File: config.mk
export PLATFORM = sky130hd
export DESIGN_NAME = bandwidth_metered_access_delay_top_flat
export DESIGN_NICKNAME = d
export VERILOG_FILES = /design/src/hw/rtl/bmad_pkg.sv /design/src/hw/rtl/bmad_if.sv /design/src/hw/rtl/bandwidth_metered_access_delay_top.sv /design/src/flat_wrapper.sv
export SDC_FILE = /design/constraint.sdc
export NUM_CORES = 1
export LEC_CHECK = 0
export CORE_MARGIN = 1.5
export CORE_UTILIZATION = 30
export CTS_CLUSTER_DIAMETER = 120
export DETAILED_ROUTE_END_ITERATION = 12
export DONT_BUFFER_PORTS = 1
export GPL_ROUTABILITY_DRIVEN = 0
export PLACE_DENSITY = 0.55
export SLEW_MARGIN = 20
export SYNTH_ARGS = -nofsm -noshare
export SYNTH_HDL_FRONTEND = slang
export SYNTH_SLANG_ARGS = --single-unit
export TNS_END_PERCENT = 50
File: constraint.sdc
create_clock -name clk -period 6.2 [get_ports clk]
set_input_delay 0.62 -clock clk [delete_from_list [all_inputs] [get_ports clk]]
set_output_delay 0.62 -clock clk [all_outputs]
set_load 0.05 [all_outputs]
File: src/hw/rtl/bmad_pkg.sv
// Shared types, widths and helpers for the bandwidth metered access delay block.
// No dependencies; compiled first.
package bmad_pkg;

	localparam int TIME_WIDTH = 48;
	localparam int SIZE_WIDTH = 16;
	localparam int REG_WIDTH  = 32;
	localparam int PROD_WIDTH = SIZE_WIDTH + REG_WIDTH;
	localparam int CNT_WIDTH  = $clog2(PROD_WIDTH);
	localparam int IDX_WIDTH  = 2;

	typedef logic [TIME_WIDTH-1:0] time_t;
	typedef logic [SIZE_WIDTH-1:0] size_t;
	typedef logic [REG_WIDTH-1:0]  reg_t;
	typedef logic [PROD_WIDTH-1:0] prod_t;
	typedef logic [CNT_WIDTH-1:0]  cnt_t;
	typedef logic [IDX_WIDTH-1:0]  idx_t;

	localparam time_t TIME_MAX = '1;
	localparam cnt_t  MUL_LAST = CNT_WIDTH'(SIZE_WIDTH - 1);
	localparam cnt_t  DIV_LAST = CNT_WIDTH'(PROD_WIDTH - 1);

	// Configuration register indexes
	localparam idx_t REG_BANDWIDTH = 2'd0;
	localparam idx_t REG_CLOCK     = 2'd1;
	localparam idx_t REG_LATENCY   = 2'd2;

	typedef enum logic [2:0] {
		ST_IDLE,
		ST_MUL,
		ST_PREP,
		ST_DIV,
		ST_XFER,
		ST_SUM,
		ST_DONE
	} state_t;

	// Add two time values, clamp at the top of the time range
	function automatic time_t sat_add(input time_t a, input time_t b);
		logic [TIME_WIDTH:0] s;
		s = {1'b0, a} + {1'b0, b};
		return s[TIME_WIDTH] ? TIME_MAX : s[TIME_WIDTH-1:0];
	endfunction

endpackage

File: src/hw/rtl/bmad_if.sv
// Valid/ready channel interfaces for access requests and delay responses.
// Depends on bmad_pkg.
interface bmad_req_if;
	logic                   valid;
	logic                   ready;
	bmad_pkg::time_t        now;
	bmad_pkg::size_t        size_bytes;

	modport source (output valid, output now, output size_bytes, input ready);
	modport sink   (input valid, input now, input size_bytes, output ready);
endinterface

interface bmad_rsp_if;
	logic                   valid;
	logic                   ready;
	bmad_pkg::time_t        transfer_delay;
	bmad_pkg::time_t        completion_delay;

	modport source (output valid, output transfer_delay, output completion_delay, input ready);
	modport sink   (input valid, input transfer_delay, input completion_delay, output ready);
endinterface

File: src/hw/rtl/bandwidth_metered_access_delay_top.sv
// Top level of the bandwidth metered access delay block.
// Depends on bmad_pkg and the channel interfaces in bmad_if.sv.
//
// Usage:
//   request  : one memory access per item (now, size_bytes).
//   response : one item per access (transfer_delay, completion_delay).
//   cfg_we/cfg_index/cfg_data : register writes, taken on any edge with cfg_we
//   high; write only while idle. Index 0 bandwidth, 1 clock ticks, 2 latency.
// Each access runs a bit-serial shift-add multiply (one size bit per cycle)
// and a restoring divide by the bandwidth (one quotient bit per cycle), then
// saturating sums in the XFER, SUM and DONE steps. A new item is taken only
// after the previous one has left the final step.
// request.ready is high only while no access is in flight. The result sits in
// an output register: the next item is accepted while it waits. If the
// receiver stalls, the following result holds in the final step until the
// output register frees up.
// Reset clears the channel free time to zero, bandwidth and clock ticks to
// one, latency to zero, and empties the output register.
module bandwidth_metered_access_delay_top (
	input  logic                 clk,
	input  logic                 arst_n,
	bmad_req_if.sink             request,
	bmad_rsp_if.source           response,
	input  logic                 cfg_we,
	input  bmad_pkg::idx_t       cfg_index,
	input  bmad_pkg::reg_t       cfg_data
);
	import bmad_pkg::*;

	state_t state_q, state_d;
	cnt_t   cnt_q;
	logic   accept, load_out;

	reg_t   bw_q, clk_q, lat_q;
	time_t  free_q;
	logic   out_valid_q;

	time_t  now_q, backlog_q, xfer_q, delay_q;
	size_t  size_q;
	prod_t  prod_q, dvd_q;
	reg_t   rem_q;
	logic   zero_q;
	time_t  transfer_q, completion_q;

	// Backlog: remaining busy time, zero when the channel is idle
	logic [TIME_WIDTH:0]  backlog_diff;
	// Divider step
	logic [REG_WIDTH:0]   trial, trial_diff;
	logic                 trial_ge;

	assign backlog_diff = {1'b0, free_q} - {1'b0, request.now};
	assign trial        = {rem_q, dvd_q[PROD_WIDTH-1]};
	assign trial_diff   = trial - {1'b0, bw_q};
	assign trial_ge     = !trial_diff[REG_WIDTH];

	assign accept           = request.valid && request.ready;
	assign request.ready    = (state_q == ST_IDLE);
	assign response.valid   = out_valid_q;
	assign response.transfer_delay   = transfer_q;
	assign response.completion_delay = completion_q;

	// State register
	always_ff @(posedge clk or negedge arst_n) begin
		if (!arst_n) begin
			state_q <= ST_IDLE;
		end else begin
			state_q <= state_d;
		end
	end

	// Next state and strobes
	always_comb begin
		state_d  = state_q;
		load_out = 1'b0;
		case (state_q)
			ST_IDLE: begin
				if (accept) state_d = ST_MUL;
			end
			ST_MUL: begin
				if (cnt_q == MUL_LAST) state_d = ST_PREP;
			end
			ST_PREP: state_d = ST_DIV;
			ST_DIV: begin
				if (cnt_q == DIV_LAST) state_d = ST_XFER;
			end
			ST_XFER: state_d = ST_SUM;
			ST_SUM:  state_d = ST_DONE;
			ST_DONE: begin
				if (!out_valid_q || response.ready) begin
					load_out = 1'b1;
					state_d  = ST_IDLE;
				end
			end
			default: state_d = ST_IDLE;
		endcase
	end

	// Control state: config, channel free time, output valid, step counter
	always_ff @(posedge clk or negedge arst_n) begin
		if (!arst_n) begin
			bw_q        <= reg_t'(1);
			clk_q       <= reg_t'(1);
			lat_q       <= '0;
			free_q      <= '0;
			out_valid_q <= 1'b0;
			cnt_q       <= '0;
		end else begin
			if (cfg_we) begin
				case (cfg_index)
					REG_BANDWIDTH: bw_q  <= cfg_data;
					REG_CLOCK:     clk_q <= cfg_data;
					REG_LATENCY:   lat_q <= cfg_data;
					default: ;
				endcase
			end
			if (load_out) begin
				free_q      <= sat_add(now_q, delay_q);
				out_valid_q <= 1'b1;
			end else if (response.ready) begin
				out_valid_q <= 1'b0;
			end
			if ((state_q == ST_MUL && cnt_q != MUL_LAST) ||
			    (state_q == ST_DIV && cnt_q != DIV_LAST)) begin
				cnt_q <= cnt_q + cnt_t'(1);
			end else begin
				cnt_q <= '0;
			end
		end
	end

	// Serial datapath
	always_ff @(posedge clk) begin
		case (state_q)
			ST_IDLE: begin
				if (accept) begin
					now_q     <= request.now;
					size_q    <= request.size_bytes;
					prod_q    <= '0;
					backlog_q <= backlog_diff[TIME_WIDTH] ? '0 : backlog_diff[TIME_WIDTH-1:0];
				end
			end
			// shift-add multiply, size MSB first
			ST_MUL: begin
				prod_q <= {prod_q[PROD_WIDTH-2:0], 1'b0} +
				          (size_q[SIZE_WIDTH-1] ? PROD_WIDTH'(clk_q) : '0);
				size_q <= {size_q[SIZE_WIDTH-2:0], 1'b0};
			end
			ST_PREP: begin
				zero_q <= (prod_q == '0);
				dvd_q  <= prod_q - prod_t'(1);
				rem_q  <= '0;
			end
			// restoring divide, quotient bits shift into the dividend register
			ST_DIV: begin
				rem_q <= trial_ge ? trial_diff[REG_WIDTH-1:0] : trial[REG_WIDTH-1:0];
				dvd_q <= {dvd_q[PROD_WIDTH-2:0], trial_ge};
			end
			ST_XFER: begin
				if (bw_q == '0)  xfer_q <= TIME_MAX;
				else if (zero_q) xfer_q <= '0;
				else             xfer_q <= sat_add(TIME_WIDTH'(dvd_q), time_t'(1));
			end
			ST_SUM: delay_q <= sat_add(xfer_q, backlog_q);
			ST_DONE: begin
				if (load_out) begin
					transfer_q   <= delay_q;
					completion_q <= sat_add(TIME_WIDTH'(lat_q), delay_q);
				end
			end
			default: ;
		endcase
	end

	// Checks
	a_out_drops: assert property (@(posedge clk) disable iff (!arst_n)
		(response.valid && response.ready && !load_out) |=> !response.valid)
		else $error("response valid held after item was taken");

	a_free_ahead: assert property (@(posedge clk) disable iff (!arst_n)
		load_out |=> (free_q >= now_q))
		else $error("channel free time behind access time");

	a_compl_ge: assert property (@(posedge clk) disable iff (!arst_n)
		response.valid |-> (response.completion_delay >= response.transfer_delay))
		else $error("completion delay below transfer delay");

	a_rem_range: assert property (@(posedge clk) disable iff (!arst_n)
		(state_q == ST_DIV && bw_q != '0) |-> (rem_q < bw_q))
		else $error("divider remainder out of range");

endmodule
File: src/flat_wrapper.sv
// flat-port wrapper written by rule: the top's interface ports become plain ports
module bandwidth_metered_access_delay_top_flat import bmad_pkg::*;
  (clk, arst_n, cfg_we, cfg_index, cfg_data, request_valid, request_now, request_size_bytes, request_ready, response_valid, response_transfer_delay, response_completion_delay, response_ready);
  bmad_req_if request_i ();
  bmad_rsp_if response_i ();
  input  logic clk;
  input  logic arst_n;
  input  logic cfg_we;
  input  bmad_pkg::idx_t cfg_index;
  input  bmad_pkg::reg_t cfg_data;
  input wire logic [$bits(request_i.valid)-1:0] request_valid;
  input wire logic [$bits(request_i.now)-1:0] request_now;
  input wire logic [$bits(request_i.size_bytes)-1:0] request_size_bytes;
  output wire logic [$bits(request_i.ready)-1:0] request_ready;
  output wire logic [$bits(response_i.valid)-1:0] response_valid;
  output wire logic [$bits(response_i.transfer_delay)-1:0] response_transfer_delay;
  output wire logic [$bits(response_i.completion_delay)-1:0] response_completion_delay;
  input wire logic [$bits(response_i.ready)-1:0] response_ready;
  assign request_i.valid = request_valid;
  assign request_i.now = request_now;
  assign request_i.size_bytes = request_size_bytes;
  assign request_ready = request_i.ready;
  assign response_valid = response_i.valid;
  assign response_transfer_delay = response_i.transfer_delay;
  assign response_completion_delay = response_i.completion_delay;
  assign response_i.ready = response_ready;
  bandwidth_metered_access_delay_top u_core (.clk(clk), .arst_n(arst_n), .request(request_i), .response(response_i), .cfg_we(cfg_we), .cfg_index(cfg_index), .cfg_data(cfg_data));
endmodule
==> reports/qor.txt, run 1 <==
status - finished clean
placeable core region - 120000 um^2
Initial Utilization - 0.303
Tightest Pin Transition - 0.995 ns
RR Startpoint - u_core.delay_q[0]
max-cap violations - 0
GRT Max-Usage Layer - met2
H-Tree Depth - 3
clock share of power - 0.427
vias after detailed routing - 26700
EDFF count, synth - 433
dpl hpwl - 76500 um
Max rail drop VDD - 0.000174 V
Final min period - 4.71 ns
Power, Total - 0.0104 W
worst clock skew - 0.0480 ns
vias per cell - 5.06
total CTS buffers - 72
clk buf depth - 3
Iter 0 DRT Violations - 1662
Seq/Total Area, Yosys - 0.462
I/O pin cnt - 201
met2 GRT Util - 0.255
fin. max-slew vios - 0
fin crit share - 0.760
Rows - 127
worst-path maximum fanout - 45
unrepaired setup endpoints after global routing - false
Internal - 0.00760 W
crit end category - register
Seq cells post-synth - 587
Sw Pwr - 0.00276 W
Synth Net Count - 4012
CP Launch Type - register
gr usage total - 0.161
utilization after layout - 0.338
WL final - 101000 um
met1 usage - 0.224
Synth area leaders - edfxtp_1, dfrtp_1, ha_1, xnor2_1, nand2_1
CTS tree - built
gr ovfl total - 0
crit path DAT - 5.20 ns
initial antenna violation count - 3
Yosys cell types - 82
die width - 352 um
placed cell count - 5146
Finished Layout Cells - 5283
Resized cells post-CTS - 0
Leakage - 16.1 nW
worst-skew pair later-pin latency - 0.66 ns
vias in the first global route - 26000
count of final hold-check violations - 0
Post-synth ARST share - 0.262
YS warnings - 0
post-synth top area share - 0.356
Mean Syn Cell Area - 9.97 um^2
Clock Sinks - 587
switching part of the total power - 0.266
combinational share of power - 0.146
hold_sp - request_now[3]
largest net degree at the start of global routing - 155
drt drc - 0
critical path required time - 6.68 ns
Critical path origin - u_core.delay_q[0]
first-pass GRT wire length - 153000 um
CTS Root Buffer Type - clkbuf_16
nets - 3962
worst min path class - input pin to register
final setup TNS - 0 ns
Synth Cell Area - 36500 um^2
sequential share of power - 0.427
Synth area leader - edfxtp_1
register clock-pin slew on the reported worst setup and hold paths - 0.06 ns
drt pass-1 iters - 5
Post-Syn Instances - 3660
share of layout cells above drive strength 1 - 0.0744
wire per inst - 19.1 um
Area Growth Syn to Fin - 11.5%
GR Util met3 - 0.0304
dominant synthesized flop cell - edfxtp_1
critical path class - register to register
IO Port Bufs - 0
antenna violation net count after detailed routing - 0
Worst slew margin - 0.333
Chip Height - 352 um
PD cells - 255 nW/um^2
Finish-stage setup viols - 0
total die area - 124000 um^2
Peak Freq - 212 MHz
logic make-up after synthesis:
group                      Yosys count  synth area share
muxes                              114            0.0342
buffers and inverters              288            0.0314
DFF                                587             0.462
and+or+nand+nor                   1170             0.150
xor gates and xnor gates           318            0.0764
adders and majority gates          249            0.0866
AOI/OAI and AO/OA                  934             0.160
synth_stat cells (8+ instances only):
library cell,count
o21ai_1,8
nand3_1,83
a31oi_1,41
o2111ai_1,8
nor2b_1,40
o21a_1,22
nand4_1,54
a21oi_1,278
o211ai_1,19
and4_1,10
mux2i_1,30
o31ai_1,12
a21o_1,151
nand3b_1,9
dfrtp_1,152
nor4_1,22
or3_1,11
o21bai_1,31
or2_2,9
a41oi_1,9
o21ai_0,240
clkbuf_1,124
nor3_1,51
buf_2,12
and2_1,51
edfxtp_1,433
nand2b_1,37
mux2_2,84
ha_1,243
xnor2_1,186
nand2_1,381
xor2_1,132
nor2_1,333
a311oi_1,8
a211oi_1,29
inv_1,138
a221o_1,8
and3_1,55
power by group through the flow:
stage / logic [W] / clock network (W) / registers, W
6_report: 0.00151 / 0.00442 / 0.00443
5_1_grt: 0.00169 / 0.00469 / 0.00444
4_1_cts: 0.00151 / 0.00455 / 0.00443
3_5_place_dp: 0.00148 / 0 / 0.00451
3_3_place_gp: 0.00147 / 0 / 0.00450
2_1_floorplan: 0.00117 / 0 / 0.00446
critical path, cell delays in order, from the launching register on:
cell and delay [ns]:
edfxtp_1 0.42, ha_1 0.25, fa_1 0.42, a21o_1 0.22
a31oi_1 0.34, o21ai_0 0.22, a21o_1 0.29, a211oi_1 0.44
o221ai_1 0.24, a31oi_1 0.52, o31ai_2 0.30, inv_2 0.66
a311oi_1 0.20
through the flow:
| stage | hold slack (ns) | setup WS [ns] | area, um^2 |
|---|---|---|---|
| 2_1_floorplan | 0.324 | 0.571 | 36500 |
| 3_3_place_gp | 0.356 | 1.57 | 38100 |
| 3_5_place_dp | 0.360 | 1.47 | 38100 |
| 4_1_cts | 0.00928 | 1.43 | 40700 |
| 5_1_grt | 0.0217 | 1.17 | 40700 |
| 6_report | 0.0518 | 1.49 | 40700 |
layout make-up:
cell class / instances / area [um^2]
sequential: 587 / 16900
multi-input combinational: 2785 / 18600
tap: 1612 / 2020
clock buffer: 92 / 2010
fill: 12200 / 79600
clock inverter: 42 / 478
inverter: 139 / 524
timing repair buffer: 25 / 223
antenna: 1 / 2.50
final timing paths:
path                                      to  slack (ns)  depth (start not counted)
hold / removal               u_core.now_q[3]        0.05                          0
max in group asynchronous  u_core.free_q[46]        4.76                          2
setup reg to reg           u_core.free_q[40]        1.49                         12
setup / recovery           u_core.free_q[40]        1.49                         12
hold reg to reg              u_core.cnt_q[0]        0.46                          1
min in group asynchronous    u_core.bw_q[29]        0.66                          2
routing by layer:
layer	vias to the layer above	wire, um
li1	13200	-
met1	12800	48200
met2	611	44700
met3	135	5460
met4	0	2490
met5	-	0
cell usage in the layout, fill, tap and decap left out, types with 29 or more instances in the layout:
cell	Yosys	layout
nand2b_1	37	37
a31oi_1	41	41
xnor2_1	186	185
clkbuf_16	0	76
nand4_1	54	54
nor3_1	51	49
a21oi_1	278	276
dfrtp_1	152	152
a211oi_1	29	29
and3_1	55	55
and2_1	51	50
mux2_2	84	84
ha_1	243	243
edfxtp_1	433	433
mux2i_1	30	30
o21bai_1	31	31
nand3_1	83	83
inv_1	138	137
o21ai_0	240	240
xor2_1	132	132
nand2_1	381	379
nor2_1	333	332
a21o_1	151	151
nor2b_1	40	38
repair_timing:
item	CTS	global route
hold endpoints to repair	154	0
setup buffers	0	0
hold buffers	2	0
Power figures use the tool's default switching activity.
==> run 2: changes to the inputs <==
--- a/config.mk
+++ b/config.mk
@@ -5,13 +5,14 @@
 export SDC_FILE = /design/constraint.sdc
 export NUM_CORES = 1
 export LEC_CHECK = 0
+export ABC_AREA = 1
 export CORE_MARGIN = 1.5
 export CORE_UTILIZATION = 30
 export CTS_CLUSTER_DIAMETER = 120
 export DETAILED_ROUTE_END_ITERATION = 12
 export DONT_BUFFER_PORTS = 1
 export GPL_ROUTABILITY_DRIVEN = 0
-export PLACE_DENSITY = 0.55
+export PLACE_DENSITY = 0.56
 export SLEW_MARGIN = 20
 export SYNTH_ARGS = -nofsm -noshare
 export SYNTH_HDL_FRONTEND = slang
==> constraint.sdc (replaced) <==
create_clock -name clk -period 3.8 [get_ports clk]
set_input_delay 0.38 -clock clk [delete_from_list [all_inputs] [get_ports clk]]
set_output_delay 0.38 -clock clk [all_outputs]
set_load 0.05 [all_outputs]
==> run 2 against run 1 <==
Compared with the run above: die area rose by 21%; maximum frequency rose by 41%; worst setup slack got worse by 1.0 ns.
==> reports/qor.txt, run 2 <==
status - finished clean
XOR/XNOR Fraction of Synth Area - 0.0282
Resized cells post-CTS - 0
gr ovfl total - 0
antenna violation net count after detailed routing - 0
WL final - 165000 um
utilization after layout - 0.341
Fillers - 15600
fin crit share - 0.877
commonest non-fill, non-tap cell in the layout - nand2_1
wire per inst - 19.5 um
share of layout cells above drive strength 1 - 0.0444
placed cell count - 8259
Yosys cell types - 55
max-cap violations - 0
vias in the first global route - 40400
Peak Freq - 300 MHz
WP buf/inv - 2
placed cell areas - 46700 um^2
Crit-path slowest cell - edfxtp_1
Iter 0 DRT Violations - 4382
Initial Utilization - 0.303
die width - 388 um
Synth area leaders - edfxtp_1, nand2_1, inv_1, dfrtp_1, ha_1
Synth Net Count - 6752
fin. max-slew vios - 0
delay-heaviest family, CP - simple AND/OR/NAND/NOR gates
max incr delay on CP - 0.81 ns
crit path DAT - 3.77 ns
Tightest Pin Transition - 0.999 ns
count of final hold-check violations - 0
CP Launch Type - register
gr usage total - 0.215
total die area - 150000 um^2
worst min path class - input pin to register
critical path required time - 4.23 ns
Worst slew margin - 0.334
Chip Height - 388 um
EDFF count, synth - 433
post-synthesis simple-gate area fraction - 0.324
H-Tree Depth - 3
clk buf depth - 3
most frequent cells in the layout - nand2_1, inv_1, nor2_1, edfxtp_1, a21oi_1
CTS Root Buffer Type - clkbuf_16
most used cell, CP - nand2_1
dpl hpwl - 132000 um
Clock Sinks - 587
mux cell area share after synthesis - 0
synth cell count leaders - nand2_1, inv_1, nor2_1
drt pass-1 iters - 8
dominant synthesized flop cell - edfxtp_1
Area Growth Syn to Fin - 12.5%
first-pass GRT wire length - 247000 um
CTS tree - built
Finish-stage setup viols - 0
count leader, synth - nand2_1
vias after detailed routing - 42700
final setup TNS - 0 ns
largest net degree at the start of global routing - 155
I/O pin cnt - 201
critical path class - register to register
Seq/Total Area, Yosys - 0.380
Max rail drop VDD - 0.000345 V
crit path cell chain - nand2_1, inv_1, ha_1, inv_1, fa_1, o21ai_1, nand2_1, nand2_1, nand2_1, nand2_1, nand2_1, nand2_1, nand2_1, a21oi_1, nor2_1
post-synth top area share - 0.293
vias per cell - 5.04
Synth area leader - edfxtp_1
post-synthesis compound-gate area fraction - 0.0989
Synth Cell Area - 44400 um^2
Finished Layout Cells - 8480
Power, Total - 0.0390 W
Post-Syn Instances - 6400
total CTS buffers - 75
YS warnings - 0
nets - 6849
drt drc - 0
Final min period - 3.33 ns
Post-synth ARST share - 0.262
PD cells - 782 nW/um^2
IO Port Bufs - 0
worst-skew pair later-pin latency - 0.70 ns
Leakage - 23.7 nW
final instance area - 49900 um^2
worst clock skew - 0.0310 ns
Seq cells post-synth - 587
crit end category - register
worst-path maximum fanout - 19
Mean Syn Cell Area - 6.93 um^2
unrepaired setup endpoints after global routing - false
register clock-pin slew on the reported worst setup and hold paths - 0.06 ns
initial antenna violation count - 7
post-CTS setup buffer count - 0
placeable core region - 146000 um^2
Post-Synth Adder-Cell Area - 0.0712
largest family of logic cells by synthesized area - simple AND/OR/NAND/NOR gates
Rows - 140
run 2: final cells by class:
type / count / area, um^2 / area share
Clock buffer: 91 / 2010 / 0.0402
Antenna cell: 6 / 15.0 / 0.000301
Tap cell: 1917 / 2400 / 0.0481
Multi-Input combinational cell: 4692 / 23200 / 0.466
Clock inverter: 46 / 395 / 0.00792
Sequential cell: 587 / 16900 / 0.338
Timing Repair Buffer: 113 / 1120 / 0.0225
Inverter: 1028 / 3860 / 0.0773
run 2: path summary, 6_finish.rpt:
check                             startpoint                end  slack, ns  cells after the start
setup / recovery           u_core.size_q[15]  u_core.prod_q[39]       0.47                     15
hold / removal                   cfg_data[8]    u_core.lat_q[8]       0.05                      2
setup reg to reg           u_core.size_q[15]  u_core.prod_q[39]       0.47                     15
hold reg to reg              u_core.cnt_q[0]    u_core.cnt_q[0]       0.46                      1
max in group asynchronous             arst_n    u_core.bw_q[10]       2.69                      2
min in group asynchronous             arst_n   u_core.lat_q[11]       0.40                      2
run 2: cells by family after synthesis:
logic type	count (synthesis)
xor gates and xnor gates	143
AOI/OAI and AO/OA	825
and+or+nand+nor	3475
DFF	587
buffers and inverters	1121
adders and majority gates	249
run 2: power by group:
part	switching [W]	leakage, nW	total, W	internal [W]
clock network	0.00312	1.19	0.00715	0.00402
logic	0.0134	16.7	0.0194	0.00594
registers	0.00276	5.86	0.0125	0.00975
run 2: through the flow:
step / worst slack (ns) / hold WS [ns]
finish: 0.466 / 0.0535
global route: 0.165 / 0.0593
CTS: 0.586 / 0.0177
detailed placement: 0.595 / 0.114
global placement: 0.586 / 0.113
floorplan: -0.489 / 0.0844
run 2: per-layer routing:
| metal | GRT usage | share of wire |
|---|---|---|
| met1 | 0.288 | 0.44 |
| met2 | 0.344 | 0.44 |
| met3 | 0.0287 | 0.072 |
| met4 | 0.0963 | 0.049 |
| met5 | 0 | 0 |
run 2: timing repair:
| item | in CTS | in global routing |
|---|---|---|
| endpoints found under the setup margin | 0 | 0 |
| hold buffers | 78 | 0 |
| endpoints found under the hold margin | 246 | 0 |
